==> src/rtl/core/hcs_pkg.sv <==
// Package for the hack_cpu_step unit: item structs, field widths and opcode bit positions.
// Used by every module under rtl/core. Depends on nothing.
package hcs_pkg;

    localparam int WORD_BITS = 16;
    localparam int ADDR_BITS = 15;
    localparam int PC_BITS   = 15;

    localparam int TYPE_BIT  = 15;
    localparam int ABIT      = 12;
    localparam int CTL_HI    = 11;
    localparam int CTL_LO    = 6;
    localparam int DEST_A    = 5;
    localparam int DEST_D    = 4;
    localparam int DEST_M    = 3;
    localparam int JMP_LT    = 2;
    localparam int JMP_EQ    = 1;
    localparam int JMP_GT    = 0;

    typedef logic [WORD_BITS-1:0] word_t;
    typedef logic [ADDR_BITS-1:0] addr_t;
    typedef logic [PC_BITS-1:0]   pc_t;

    typedef struct packed {
        logic zx;
        logic nx;
        logic zy;
        logic ny;
        logic f;
        logic no;
    } alu_ctl_t;

    typedef struct packed {
        word_t instruction;
        word_t mem_data;
    } in_t;

    typedef struct packed {
        logic  mem_write;
        addr_t write_address;
        word_t write_value;
        addr_t read_address;
        addr_t next_pc;
    } out_t;

endpackage

==> src/rtl/core/hcs_alu.sv <==
// Hack ALU: zero/negate both operands, add or AND, optional output negate.
// Depends on hcs_pkg.
module hcs_alu (
    input  hcs_pkg::word_t    x,
    input  hcs_pkg::word_t    y,
    input  hcs_pkg::alu_ctl_t ctl,
    output hcs_pkg::word_t    res
);
    import hcs_pkg::*;

    word_t xz;
    word_t xn;
    word_t yz;
    word_t yn;
    word_t fr;

    always_comb
    begin
        xz  = ctl.zx ? '0 : x;
        xn  = ctl.nx ? ~xz : xz;
        yz  = ctl.zy ? '0 : y;
        yn  = ctl.ny ? ~yz : yz;
        fr  = ctl.f ? word_t'(xn + yn) : (xn & yn);
        res = ctl.no ? ~fr : fr;
    end

endmodule

==> src/rtl/core/hcs_exec.sv <==
// Instruction execute: A, D and PC registers, decode, jump test and result build.
// Depends on hcs_pkg and hcs_alu.
module hcs_exec (
    input  logic          clk,
    input  logic          rst_n,
    input  logic          commit,
    input  hcs_pkg::in_t  item,
    output hcs_pkg::out_t result
);
    import hcs_pkg::*;

    word_t a_reg;
    word_t a_next;
    word_t d_reg;
    word_t d_next;
    pc_t   pc_reg;
    pc_t   pc_next;

    word_t    y_sel;
    word_t    alu_res;
    alu_ctl_t ctl;
    logic     is_c;
    logic     neg;
    logic     zero;
    logic     take;

    assign is_c  = item.instruction[TYPE_BIT];
    assign ctl   = alu_ctl_t'(item.instruction[CTL_HI:CTL_LO]);
    assign y_sel = item.instruction[ABIT] ? item.mem_data : a_reg;

    hcs_alu u_alu (
        .x   (d_reg),
        .y   (y_sel),
        .ctl (ctl),
        .res (alu_res)
    );

    always_comb
    begin
        neg  = alu_res[WORD_BITS-1];
        zero = (alu_res == '0);
        take = is_c && ((item.instruction[JMP_LT] && neg)
                     || (item.instruction[JMP_EQ] && zero)
                     || (item.instruction[JMP_GT] && !neg && !zero));

        a_next = a_reg;
        d_next = d_reg;
        if (is_c)
        begin
            if (item.instruction[DEST_A])
            begin
                a_next = alu_res;
            end
            if (item.instruction[DEST_D])
            begin
                d_next = alu_res;
            end
        end
        else
        begin
            a_next = {1'b0, item.instruction[ADDR_BITS-1:0]};
        end
        pc_next = take ? a_reg[PC_BITS-1:0] : pc_t'(pc_reg + 1'b1);

        result.mem_write     = is_c && item.instruction[DEST_M];
        result.write_address = result.mem_write ? a_reg[ADDR_BITS-1:0] : '0;
        result.write_value   = result.mem_write ? alu_res : '0;
        result.read_address  = a_next[ADDR_BITS-1:0];
        result.next_pc       = addr_t'(pc_next);
    end

    always_ff @(posedge clk or negedge rst_n)
    begin
        if (!rst_n)
        begin
            a_reg  <= '0;
            d_reg  <= '0;
            pc_reg <= '0;
        end
        else if (commit)
        begin
            a_reg  <= a_next;
            d_reg  <= d_next;
            pc_reg <= pc_next;
        end
    end

endmodule

==> src/rtl/core/hack_cpu_step_unit.sv <==
// Hack CPU step unit: input item register, execute logic, result register.
// Items pass the input register, then the result register; one item per cycle unless result_ready stalls.
// Each register holds one item; while a result waits, input is taken only into an empty input register.
// The A/D/PC state updates as an item moves into the result register.
// Reset (rst_n low, async): A, D and PC clear to zero and both registers empty.
// Depends on hcs_pkg and hcs_exec.
module hack_cpu_step_unit (
    input  logic          clk,
    input  logic          rst_n,
    input  logic          instr_valid,
    output logic          instr_ready,
    input  hcs_pkg::in_t  instr,
    output logic          result_valid,
    input  logic          result_ready,
    output hcs_pkg::out_t result
);
    import hcs_pkg::*;

    logic in_valid_reg;
    in_t  in_data_reg;
    logic out_valid_reg;
    out_t out_data_reg;
    out_t exec_out;
    logic advance;

    assign advance      = in_valid_reg && (!out_valid_reg || result_ready);
    assign instr_ready  = !in_valid_reg || !out_valid_reg || result_ready;
    assign result_valid = out_valid_reg;
    assign result       = out_data_reg;

    hcs_exec u_exec (
        .clk    (clk),
        .rst_n  (rst_n),
        .commit (advance),
        .item   (in_data_reg),
        .result (exec_out)
    );

    always_ff @(posedge clk or negedge rst_n)
    begin
        if (!rst_n)
        begin
            in_valid_reg  <= 1'b0;
            out_valid_reg <= 1'b0;
        end
        else
        begin
            if (instr_ready)
            begin
                in_valid_reg <= instr_valid;
            end
            if (advance)
            begin
                out_valid_reg <= 1'b1;
            end
            else if (result_ready)
            begin
                out_valid_reg <= 1'b0;
            end
        end
    end

    always_ff @(posedge clk)
    begin
        if (instr_valid && instr_ready)
        begin
            in_data_reg <= instr;
        end
        if (advance)
        begin
            out_data_reg <= exec_out;
        end
    end

endmodule

==> config.mk <==
export PLATFORM = sky130hd
export DESIGN_NAME = hack_cpu_step_unit
export DESIGN_NICKNAME = d
export VERILOG_FILES = /design/src/rtl/core/hcs_pkg.sv /design/src/rtl/core/hcs_alu.sv /design/src/rtl/core/hcs_exec.sv /design/src/rtl/core/hack_cpu_step_unit.sv
export SDC_FILE = /design/constraint.sdc
export NUM_CORES = 1
export LEC_CHECK = 0
export BUFFER_PORTS_ARGS = -buffer_cell sky130_fd_sc_hd__buf_2
export CAP_MARGIN = 20
export CORE_ASPECT_RATIO = 1.4
export CORE_MARGIN = 3
export CORE_UTILIZATION = 35
export CTS_CLUSTER_SIZE = 12
export DETAILED_ROUTE_END_ITERATION = 6
export GPL_TIMING_DRIVEN = 0
export HOLD_SLACK_MARGIN = 0.05
export MAX_ROUTING_LAYER = met4
export PLACE_DENSITY = 0.5
export SYNTH_ARGS = -nofsm -noshare
export SYNTH_HDL_FRONTEND = slang
export SYNTH_HIERARCHICAL = 1
export SYNTH_SLANG_ARGS = --single-unit
==> constraint.sdc <==
create_clock -name clk -period 10.5 [get_ports clk]
set_clock_uncertainty 0.05 [all_clocks]
set_input_delay 3.15 -clock clk [delete_from_list [all_inputs] [get_ports clk]]
set_output_delay 3.15 -clock clk [all_outputs]
set_load 0.005 [all_outputs]
=== Word-level counts from Yosys, hierarchy flattened ===
Index checks and enable logic that the tools add are counted.

* Add/sub/neg operators: 2
* Equality and inequality tests: 1
* Muxes and demuxes: 12
* Bitwise logic cells: 4
* Reduce and logical (&&, ||, !) cells: 21

{| class="wikitable"
|+ Operators with widths
! kind !! number
|-
| $mux 16 || 9
|-
| $not 16->16 || 3
|-
| $add 16x16->16 || 1
|-
| $and 16x16->16 || 1
|-
| $logic_not 16->1 || 1
|-
| $add 15x1->15 const B || 1
|-
| $mux 15 || 1
|-
| $logic_and 1x1->1 || 8
|-
| $logic_or 1x1->1 || 5
|-
| $logic_not 1->1 || 4
|-
| $reduce_and 3->1 || 1
|-
| $mux 1 || 2
|-
| $ne 2x2->1 const B || 1
|-
| $reduce_and 2->1 || 1
|-
| $reduce_bool 2->1 || 1
|}

* Flip-flop bits (word level): 143
* Input port bits: 36
* Logic and storage cells: 53

=== Longest topological paths before layout ===
Gate-level depths: netlist of run 1.

* Depth after elaboration: 14
* Depth in mapped cells: 20
* Depth with buffers taken out: 17

=== Modules after synthesis ===
Netlist of run 1, hierarchy kept.

{| class="wikitable"
|+ By module, submodules not included
! module !! instances !! cells each !! area each (sq um)
|-
| hcs_exec || 1 || 432 || 3741.1
|-
| hack_cpu_step_unit || 1 || 102 || 2926.6
|-
| hcs_alu || 1 || 239 || 1750.4
|}

=== Worst setup path before layout of run 1 ===
OpenSTA, ideal clock, no wires.

* Path type: input to output
* Start: in result_ready
* End: out instr_ready
* Arrival: 3.291 ns
* Slack: 4.009 ns
* Stages on the path: 1
* Cells stage by stage: nand3b_4

* Longest elaborated chain between the ends: 1

{| class="wikitable"
|+ RTL lines
! what !! line !! text
|-
| start: declaration || hack_cpu_step_unit.sv:14 || <nowiki>input logic result_ready,</nowiki>
|-
| $logic_or 1x1->1 || hack_cpu_step_unit.sv:27 || <nowiki>assign instr_ready = !in_valid_reg || !out_valid_reg || result_ready;</nowiki>
|-
| end: declaration || hack_cpu_step_unit.sv:11 || <nowiki>output logic instr_ready,</nowiki>
|}

Every way passes these cells.

=== Final worst setup path of run 1 ===
Ends and elaborated chain as after synthesis.

==> results of run 1 <==
kinds of logic (layout without fill, tap and decap cells):
logic type,Yosys count,after routing,synth area share [%]
compound gates,153,153,11.56
fa+ha+maj,18,18,2.765
flops,143,143,48.10
buf+inv,85,217,5.321
mux,62,62,8.026
simple gates,245,245,17.26
xor+xnor,67,67,6.971
metal layers:
layer	GRT usage (%)	vias up	part of all wire (%)
li1	-	3056	-
met1	23.30	3101	39
met2	36.72	153	55
met3	3.083	44	3.2
met4	7.373	0	2.8
met5	-	-	0
worst min path at each step:
stage | start | cells after the start | endpoint | slack [ns]
detailed placement | u_exec/d_reg[6] | 1 | u_exec/d_reg[6] | 0.44
finish | u_exec/d_reg[1] | 1 | u_exec/d_reg[1] | 0.46
global route | u_exec/d_reg[7] | 1 | u_exec/d_reg[7] | 0.48
floorplan | u_exec/d_reg[5] | 2 | u_exec/d_reg[5] | 0.40
CTS | u_exec/d_reg[1] | 1 | u_exec/d_reg[1] | 0.46
global placement | u_exec/d_reg[7] | 1 | u_exec/d_reg[7] | 0.44
critical path: cells and delay by family:
kind | cells | cell delay, ns
buffers and inverters | 2 | 0.23
AND/OR/NAND/NOR | 1 | 0.15
area by class of cell:
| cell class | instances | area share, % |
|---|---|---|
| buffer | 73 | 4.079 |
| sequential | 143 | 40.99 |
| clock buffer | 17 | 4.307 |
| timing repair buffer | 102 | 5.548 |
| clock inverter | 13 | 1.026 |
| multi-input combinational | 545 | 39.72 |
| inverter | 12 | 0.4560 |
| tap | 306 | 3.876 |
synthesized netlist by cell type, drive strengths merged (19+ instances only):
library cell / instances
edfxtp: 94
xnor2: 64
dfrtp: 49
a21oi: 48
nand2b: 42
clkbuf: 39
o21ai: 37
and3: 36
buf: 34
mux2: 34
nand2: 31
mux2i: 28
nor2: 27
nand3: 26
nand3b: 19
stage by stage:
stage / power (W) / hold slack, ns / worst slack [ns] / util, % / instances
global placement: 0.001863 / 0.4419 / 2.913 / 39.64 / 1178
CTS: 0.002428 / 0.4592 / 3.754 / 42.12 / 1211
detailed placement: 0.001869 / 0.4445 / 3.757 / 39.87 / 1181
floorplan: 0.001538 / 0.4009 / 4.009 / - / 773
finish: 0.002418 / 0.4578 / 3.757 / 42.12 / 1211
global route: 0.002568 / 0.4806 / 3.730 / 42.12 / 1211
where the power goes:
group,internal [W],leakage (nW),switching [W]
Clock,0.000318,0.253,0.000234
Sequential,0.000750,1.46,0.000114
Combinational,0.000432,2.23,0.000570
==> summary.md, run 1 <==
| Metric | Value |
|---|---|
| CTS Sinks | `143` |
| Outcome | `completed` |
| Final setup vio count | `0` |
| Drt initial violations | `between 300 and 400` |
| First-pass GRT wire length | `38,670 um` |
| Multi-input logic area | `3924 um^2` |
| Worst setup SP type | `input port` |
| P_leak | `3.938 nW` |
| Clock H-tree levels | `4` |
| Syn Std Cell Area | `8418 um^2` |
| # resized after CTS | `0` |
| Core area | `23,450 um^2` |
| Worst EP arrival | `3.54 ns` |
| Actual slew at the worst max-slew pin | `0.8731 ns` |
| Number of I/O pins | `100` |
| Detail Route Antenna Nets | `0` |
| Post-synth cell types | `66` |
| Post-synth top area share | `33.53%` |
| Nets | `948` |
| Post-route cell area | `9878 um^2` |
| Final worst path period share | `64.22%` |
| Max incr delay on CP | `around 0.15 ns` |
| Critical path startpoint | `result_ready` |
| Placed instance area | `about 9400 um^2` |
| Die extent in y | `189.5 um` |
| Worst setup EP type | `output port` |
| Synth async-reset ratio | `34.27%` |
| Flop-to-flop setup slack | `4.50 ns` |
| Crit-path cells | `buf_2 > nand3b_4 > buf_2` |
| Detailed-route via count | `6,354` |
| Clk Latency, worst-skew pair | `between 0.4 and 0.5 ns` |
| Reg area | `4049 um^2` |
| Critical R2R Capture | `result[1]` |
| Max reg flops | `62` |
| Final Critical Period | `6.743 ns` |
| Max Freq | `approximately 0.15 GHz` |
| Worst r2r src | `in_data_reg[24]` |
| Number of remaining DRC errors | `0` |
| Setup Total Neg Slack | `0 ns` |
| Area leader, netlist | `edfxtp_1` |
| Ant diodes | `0` |
| # fillers | `around 2.3k` |
| Critical Path RT | `7.30 ns` |
| Worst Hold Class | `reg2reg` |
| CTS clock-pin slew for the worst setup and hold paths | `0.06 ns` |
| Max Root-Sink Buffers | `2` |
| Synth Area per Inst | `approximately 11 um^2` |
| Buffer count from post-CTS setup fixing | `0` |
| RSZ-0062 raised after global routing | `false` |
| Routed WL | `25,400 um` |
| Detailed placer's ending HPWL | `19,010 um` |
| Post-Syn Nets | `about 830` |
| VDD IR-drop max | `133.9 uV` |
| Die Wd | `137.1 um` |
| Clock buffer count from CTS | `17` |
| Initial Utilization | `35.89%` |
| FF+latch count, synth | `roughly 140` |
| Port bufs | `99` |
| Commonest cells after routing, fill and taps aside | `buf_2, edfxtp_1, xnor2_1, dfrtp_1, a21oi_1` |
| Setup crit end | `instr_ready` |
| Max Cap Violations | `0` |
| YS warnings | `6` |
| Routed len/inst | `20.97 um` |
| Largest net degree at the start of global routing | `just under 70` |
| Crit Path Class | `in2out` |
| Number of synthesized flops with an enable pin | `94` |
| Most common cell after layout, fill and taps aside | `buf_2` |
| Mapped Cells | `773` |
| Final Wtd Congestion | `0.8470` |
| Via density | `5.247` |
| Area grow syn2layout | `17.35%` |
| R2R depth | `16` |
| Most frequent CP cell | `buf_2` |
| Gr ovfl total | `0` |
| Crit-path slowest cell | `nand3b_4` |
| Synth top area cells | `edfxtp_1, dfrtp_1, xnor2_1, mux2_2, mux2i_1` |
| DIE AREA | `25,970 um^2` |
| GRT Util Overall | `between 20% and 30%` |
| Clock Tree Root | `clkbuf_16` |
| Layout cell share with drive strength beyond 1 | `23.87%` |
| Initial antenna violation count | `0` |
| Pwr/cell area | `244.8 nW/um^2` |
| TritonRoute pass-1 iters | `5` |
| Final hold violation count | `0` |
| Main flop type after synthesis | `edfxtp_1` |
| Register area share after synthesis | `48.10%` |
| FP Rows | `66` |
| Vias in the first global route | `about 6.5k` |
| Final Max Slew Viols | `0` |
| CTS tree | `built` |
| Hold_buf cts | `0` |
| Max_slew headroom | `41.05%` |
| Critical path peak fanout | `3` |
Power figures use the tool's default switching activity.
==> inputs of run 2 (changes only) <==
- ABC_AREA: not set -> 1
- clock period: 10.5 -> 6.75 ns (I/O delays scaled with it)
==> summary.md, run 2 <==
| Metric | Value |
|---|---|
| Worst EP arrival | `2.49 ns (-1.05 ns)` |
| Routed len/inst | `16.76 um (-20%)` |
| Synth async-reset ratio | `34.27% (unchanged)` |
| Largest net degree at the start of global routing | `28 (-59%)` |
| Top cells by count, synth | `nand2_1, inv_1, edfxtp_1` |
| Flop-to-flop setup slack | `2.28 ns (-2.22 ns)` |
| Pwr/cell area | `343.8 nW/um^2 (+40%)` |
| Post-synth top area share | `35.27% (+1.7 points)` |
| Post-route cell area | `9602 um^2 (-2.8%)` |
| GRT Util Overall | `19.60% (-1.1 points)` |
| Nets | `1,115 (+18%)` |
| Mux share of post-synthesis cell area | `0.1251% (-7.9 points)` |
| Most common cell after layout, fill and taps aside | `nand2_1` |
| Detailed-route via count | `6,392 (+0.60%)` |
| Buffer count from post-CTS setup fixing | `0 (unchanged)` |
| Final Critical Period | `roughly 4.6 ns` |
| Die Wd | `133.8 um (-2.4%)` |
| Final hold violation count | `0 (unchanged)` |
| Post-synthesis adder-cell area fraction | `2.908% (+0.14 points)` |
| Simple-gate area share of the yosys netlist | `23.82% (+6.6 points)` |
| Most frequent CP cell | `buf_2` |
| Mapped Cells | `939 (+21%)` |
| Synth Area per Inst | `8.524 um^2 (-22%)` |
| Worst Hold Class | `reg2reg` |
| Via density | `4.662 (-11%)` |
| Port bufs | `99 (unchanged)` |
| Crit Path Class | `in2out` |
| Syn Std Cell Area | `8004 um^2 (-4.9%)` |
| VDD IR-drop max | `179.8 uV (+34%)` |
| Critical Path RT | `4.68 ns (-2.62 ns)` |
| Setup Total Neg Slack | `0 ns (unchanged)` |
| # resized after CTS | `0 (unchanged)` |
| YS warnings | `6 (unchanged)` |
| Levels on crit path | `4 (+1)` |
| Routed WL | `22,980 um (-9.5%)` |
| Worst r2r src | `in_data_reg[25]` |
| Max Freq | `0.2190 GHz` |
| Synth top area cells | `edfxtp_1, dfrtp_1, nand2_1, inv_1, xor2_1` |
| Initial antenna violation count | `0 (unchanged)` |
| Max reg flops | `62 (unchanged)` |
| Reg area | `4049 um^2 (unchanged)` |
| Count leader, synth | `nand2_1` |
| Setup WS pre-CTS | `2.180 ns (-1.577 ns)` |
| P_leak | `4.621 nW (+17%)` |
| DIE AREA | `24,740 um^2 (-4.7%)` |
| Critical path startpoint | `result_ready` |
| Hold_buf cts | `0 (unchanged)` |
| Buf/Inv on CP | `3 (+1)` |
| FP Rows | `64 (-3.0%)` |
| Final Wtd Congestion | `0.8697 (+2.7%)` |
| CTS Sinks | `143 (unchanged)` |
| Die extent in y | `184.9 um (-2.4%)` |
| Outcome | `completed` |
| Final setup vio count | `0 (unchanged)` |
| Detailed placer's ending HPWL | `18,320 um (-3.6%)` |
| Placed instance area | `8985 um^2 (-3.9%)` |
| # fillers | `2,243 (-2.6%)` |
| Critical path peak fanout | `3 (unchanged)` |
| Gr ovfl total | `0 (unchanged)` |
| Max incr delay on CP | `0.14 ns (about the same)` |
| Vias in the first global route | `6,341 (-1.8%)` |
| Actual slew at the worst max-slew pin | `0.6658 ns (-0.2073 ns)` |
| Setup crit end | `instr_ready` |
| Number of remaining DRC errors | `0 (unchanged)` |
| Worst setup SP type | `input port` |
| Clock H-tree levels | `4 (unchanged)` |
| Detail Route Antenna Nets | `0 (unchanged)` |
| Register area share after synthesis | `50.59% (+2.5 points)` |
| Commonest cells after routing, fill and taps aside | `nand2_1, inv_1, buf_2, edfxtp_1` |
| Max_slew headroom | `55.61% (+15 points)` |
| FF+latch count, synth | `143 (unchanged)` |
| Post-synth cell types | `38 (-42%)` |
| Final Max Slew Viols | `0 (unchanged)` |
| R2R depth | `25 (+9)` |
| Largest family of logic cells by synthesized area | `simple AND/OR/NAND/NOR gates` |
| First-pass GRT wire length | `35,490 um (-8.2%)` |
| Multi-input logic area | `3142 um^2 (-20%)` |
| Clock buffer count from CTS | `17 (unchanged)` |
| Max Root-Sink Buffers | `2 (unchanged)` |
| Clock Tree Root | `clkbuf_16` |
| Top Family by Delay on Critical Path | `buffers and inverters` |
| Max Cap Violations | `0 (unchanged)` |
| CTS tree | `built` |
| Hold Slack | `0.4358 ns (-0.02197 ns)` |
| TritonRoute pass-1 iters | `4 (-1)` |
| Critical R2R Capture | `result[0]` |
| Clk Latency, worst-skew pair | `0.42 ns (-0.02 ns)` |
| Crit-path cells | `buf_2 > inv_1 > nand3_1 > buf_2` |
| Number of I/O pins | `100 (unchanged)` |
| Area leader, netlist | `edfxtp_1` |
| Compound-Gate Fraction of Synth Area | `6.253% (-5.3 points)` |
| CTS clock-pin slew for the worst setup and hold paths | `0.06 ns (about the same)` |
| Final worst path period share | `67.63%` |
| Ant diodes | `0 (unchanged)` |
| Main flop type after synthesis | `edfxtp_1` |
| Crit-path slowest cell | `buf_2` |
| Worst setup EP type | `output port` |
| Layout cell share with drive strength beyond 1 | `19.37% (-4.5 points)` |
| RSZ-0062 raised after global routing | `false` |
| Post-Syn Nets | `993 (+20%)` |
| Area grow syn2layout | `19.96%` |
| Core Util, Final | `43.29% (+1.2 points)` |
| Core area | `22,180 um^2 (-5.4%)` |
| Drt initial violations | `384 (-0.78%)` |
| Final worst setup slack | `2.185 ns (-1.573 ns)` |
| Xor and xnor area share after synthesis | `5.909% (-1.1 points)` |
| Number of synthesized flops with an enable pin | `94 (unchanged)` |
| Initial Utilization | `36.08% (+0.19 points)` |
==> run 2: worst min-delay path by stage <==
stage                            from           endpoint  slack (ns)  cells after the start
global route          u_exec/d_reg[7]    u_exec/d_reg[7]        0.47                      2
detailed placement  u_exec/pc_reg[13]  u_exec/pc_reg[13]        0.42                      2
CTS                 u_exec/pc_reg[13]  u_exec/pc_reg[13]        0.44                      2
floorplan           u_exec/pc_reg[13]  u_exec/pc_reg[13]        0.40                      2
finish              u_exec/pc_reg[13]  u_exec/pc_reg[13]        0.44                      2
global placement    u_exec/pc_reg[13]  u_exec/pc_reg[13]        0.42                      2
==> run 2: layout make-up <==
cell class | count | area share, %
flip-flops and latches | 143 | 42.17
multi-input cells | 613 | 32.72
repair buffers | 103 | 6.151
inverters | 134 | 5.238
clock buffers | 18 | 4.470
well taps | 297 | 3.870
plain buffers | 49 | 3.427
clock inverters | 14 | 1.955
==> run 2: cells by family after synthesis <==
group | Yosys count
AND/OR/NAND/NOR | 447
XOR/XNOR | 54
AO/OA/AOI/OAI | 93
buffers and inverters | 183
adder cells (fa/ha/maj) | 18
flip-flops | 143
multiplexers | 1
==> run 2: metrics by stage <==
| stage | power, W | instances |
|---|---|---|
| 2_1_floorplan | 0.001976 | 939 |
| 3_3_place_gp | 0.002314 | 1335 |
| 3_5_place_dp | 0.002328 | 1339 |
| 4_1_cts | 0.003327 | 1371 |
| 5_1_grt | 0.003516 | 1371 |
| 6_report | 0.003301 | 1371 |
==> run 2: routing by layer <==
| metal | vias up | track usage, % | part of all wire, % |
|---|---|---|---|
| met1 | 2993 | 20.89 | 38 |
| met4 | 0 | 9.592 | 3.8 |
| met5 | - | - | 0 |
| met3 | 44 | 1.875 | 3.1 |
| li1 | 3203 | - | - |
| met2 | 152 | 36.21 | 55 |
==> run 2: where the power goes <==
part / internal (W) / total, W / switching [W]
Sequential: 0.00112 / 0.00122 / 0.0000953
Clock: 0.000619 / 0.000992 / 0.000373
Combinational: 0.000393 / 0.00109 / 0.000697
Total: 0.00214 / 0.00330 / 0.00117
==> run 2: worst reg2reg max path: stages (launching register included) <==
cell and delay [ns]:
edfxtp_1 0.43, inv_1 0.19, clkbuf_1 0.44, nand2_1 0.13
xor2_1 0.16, inv_1 0.07, ha_1 0.27, fa_1 0.43
nand2_2 0.11, nand2_1 0.06, nand3_1 0.07, nand2_1 0.14
nand2_1 0.12, nand3b_1 0.08, nand3_1 0.14, nand2_1 0.07
nand2_1 0.06, nand2_1 0.06, nor2_1 0.08, nand2_1 0.10
nor2_2 0.15, nand3_1 0.13, nand3_4 0.16, buf_4 0.20
nand3_1 0.13, and2_1 0.21
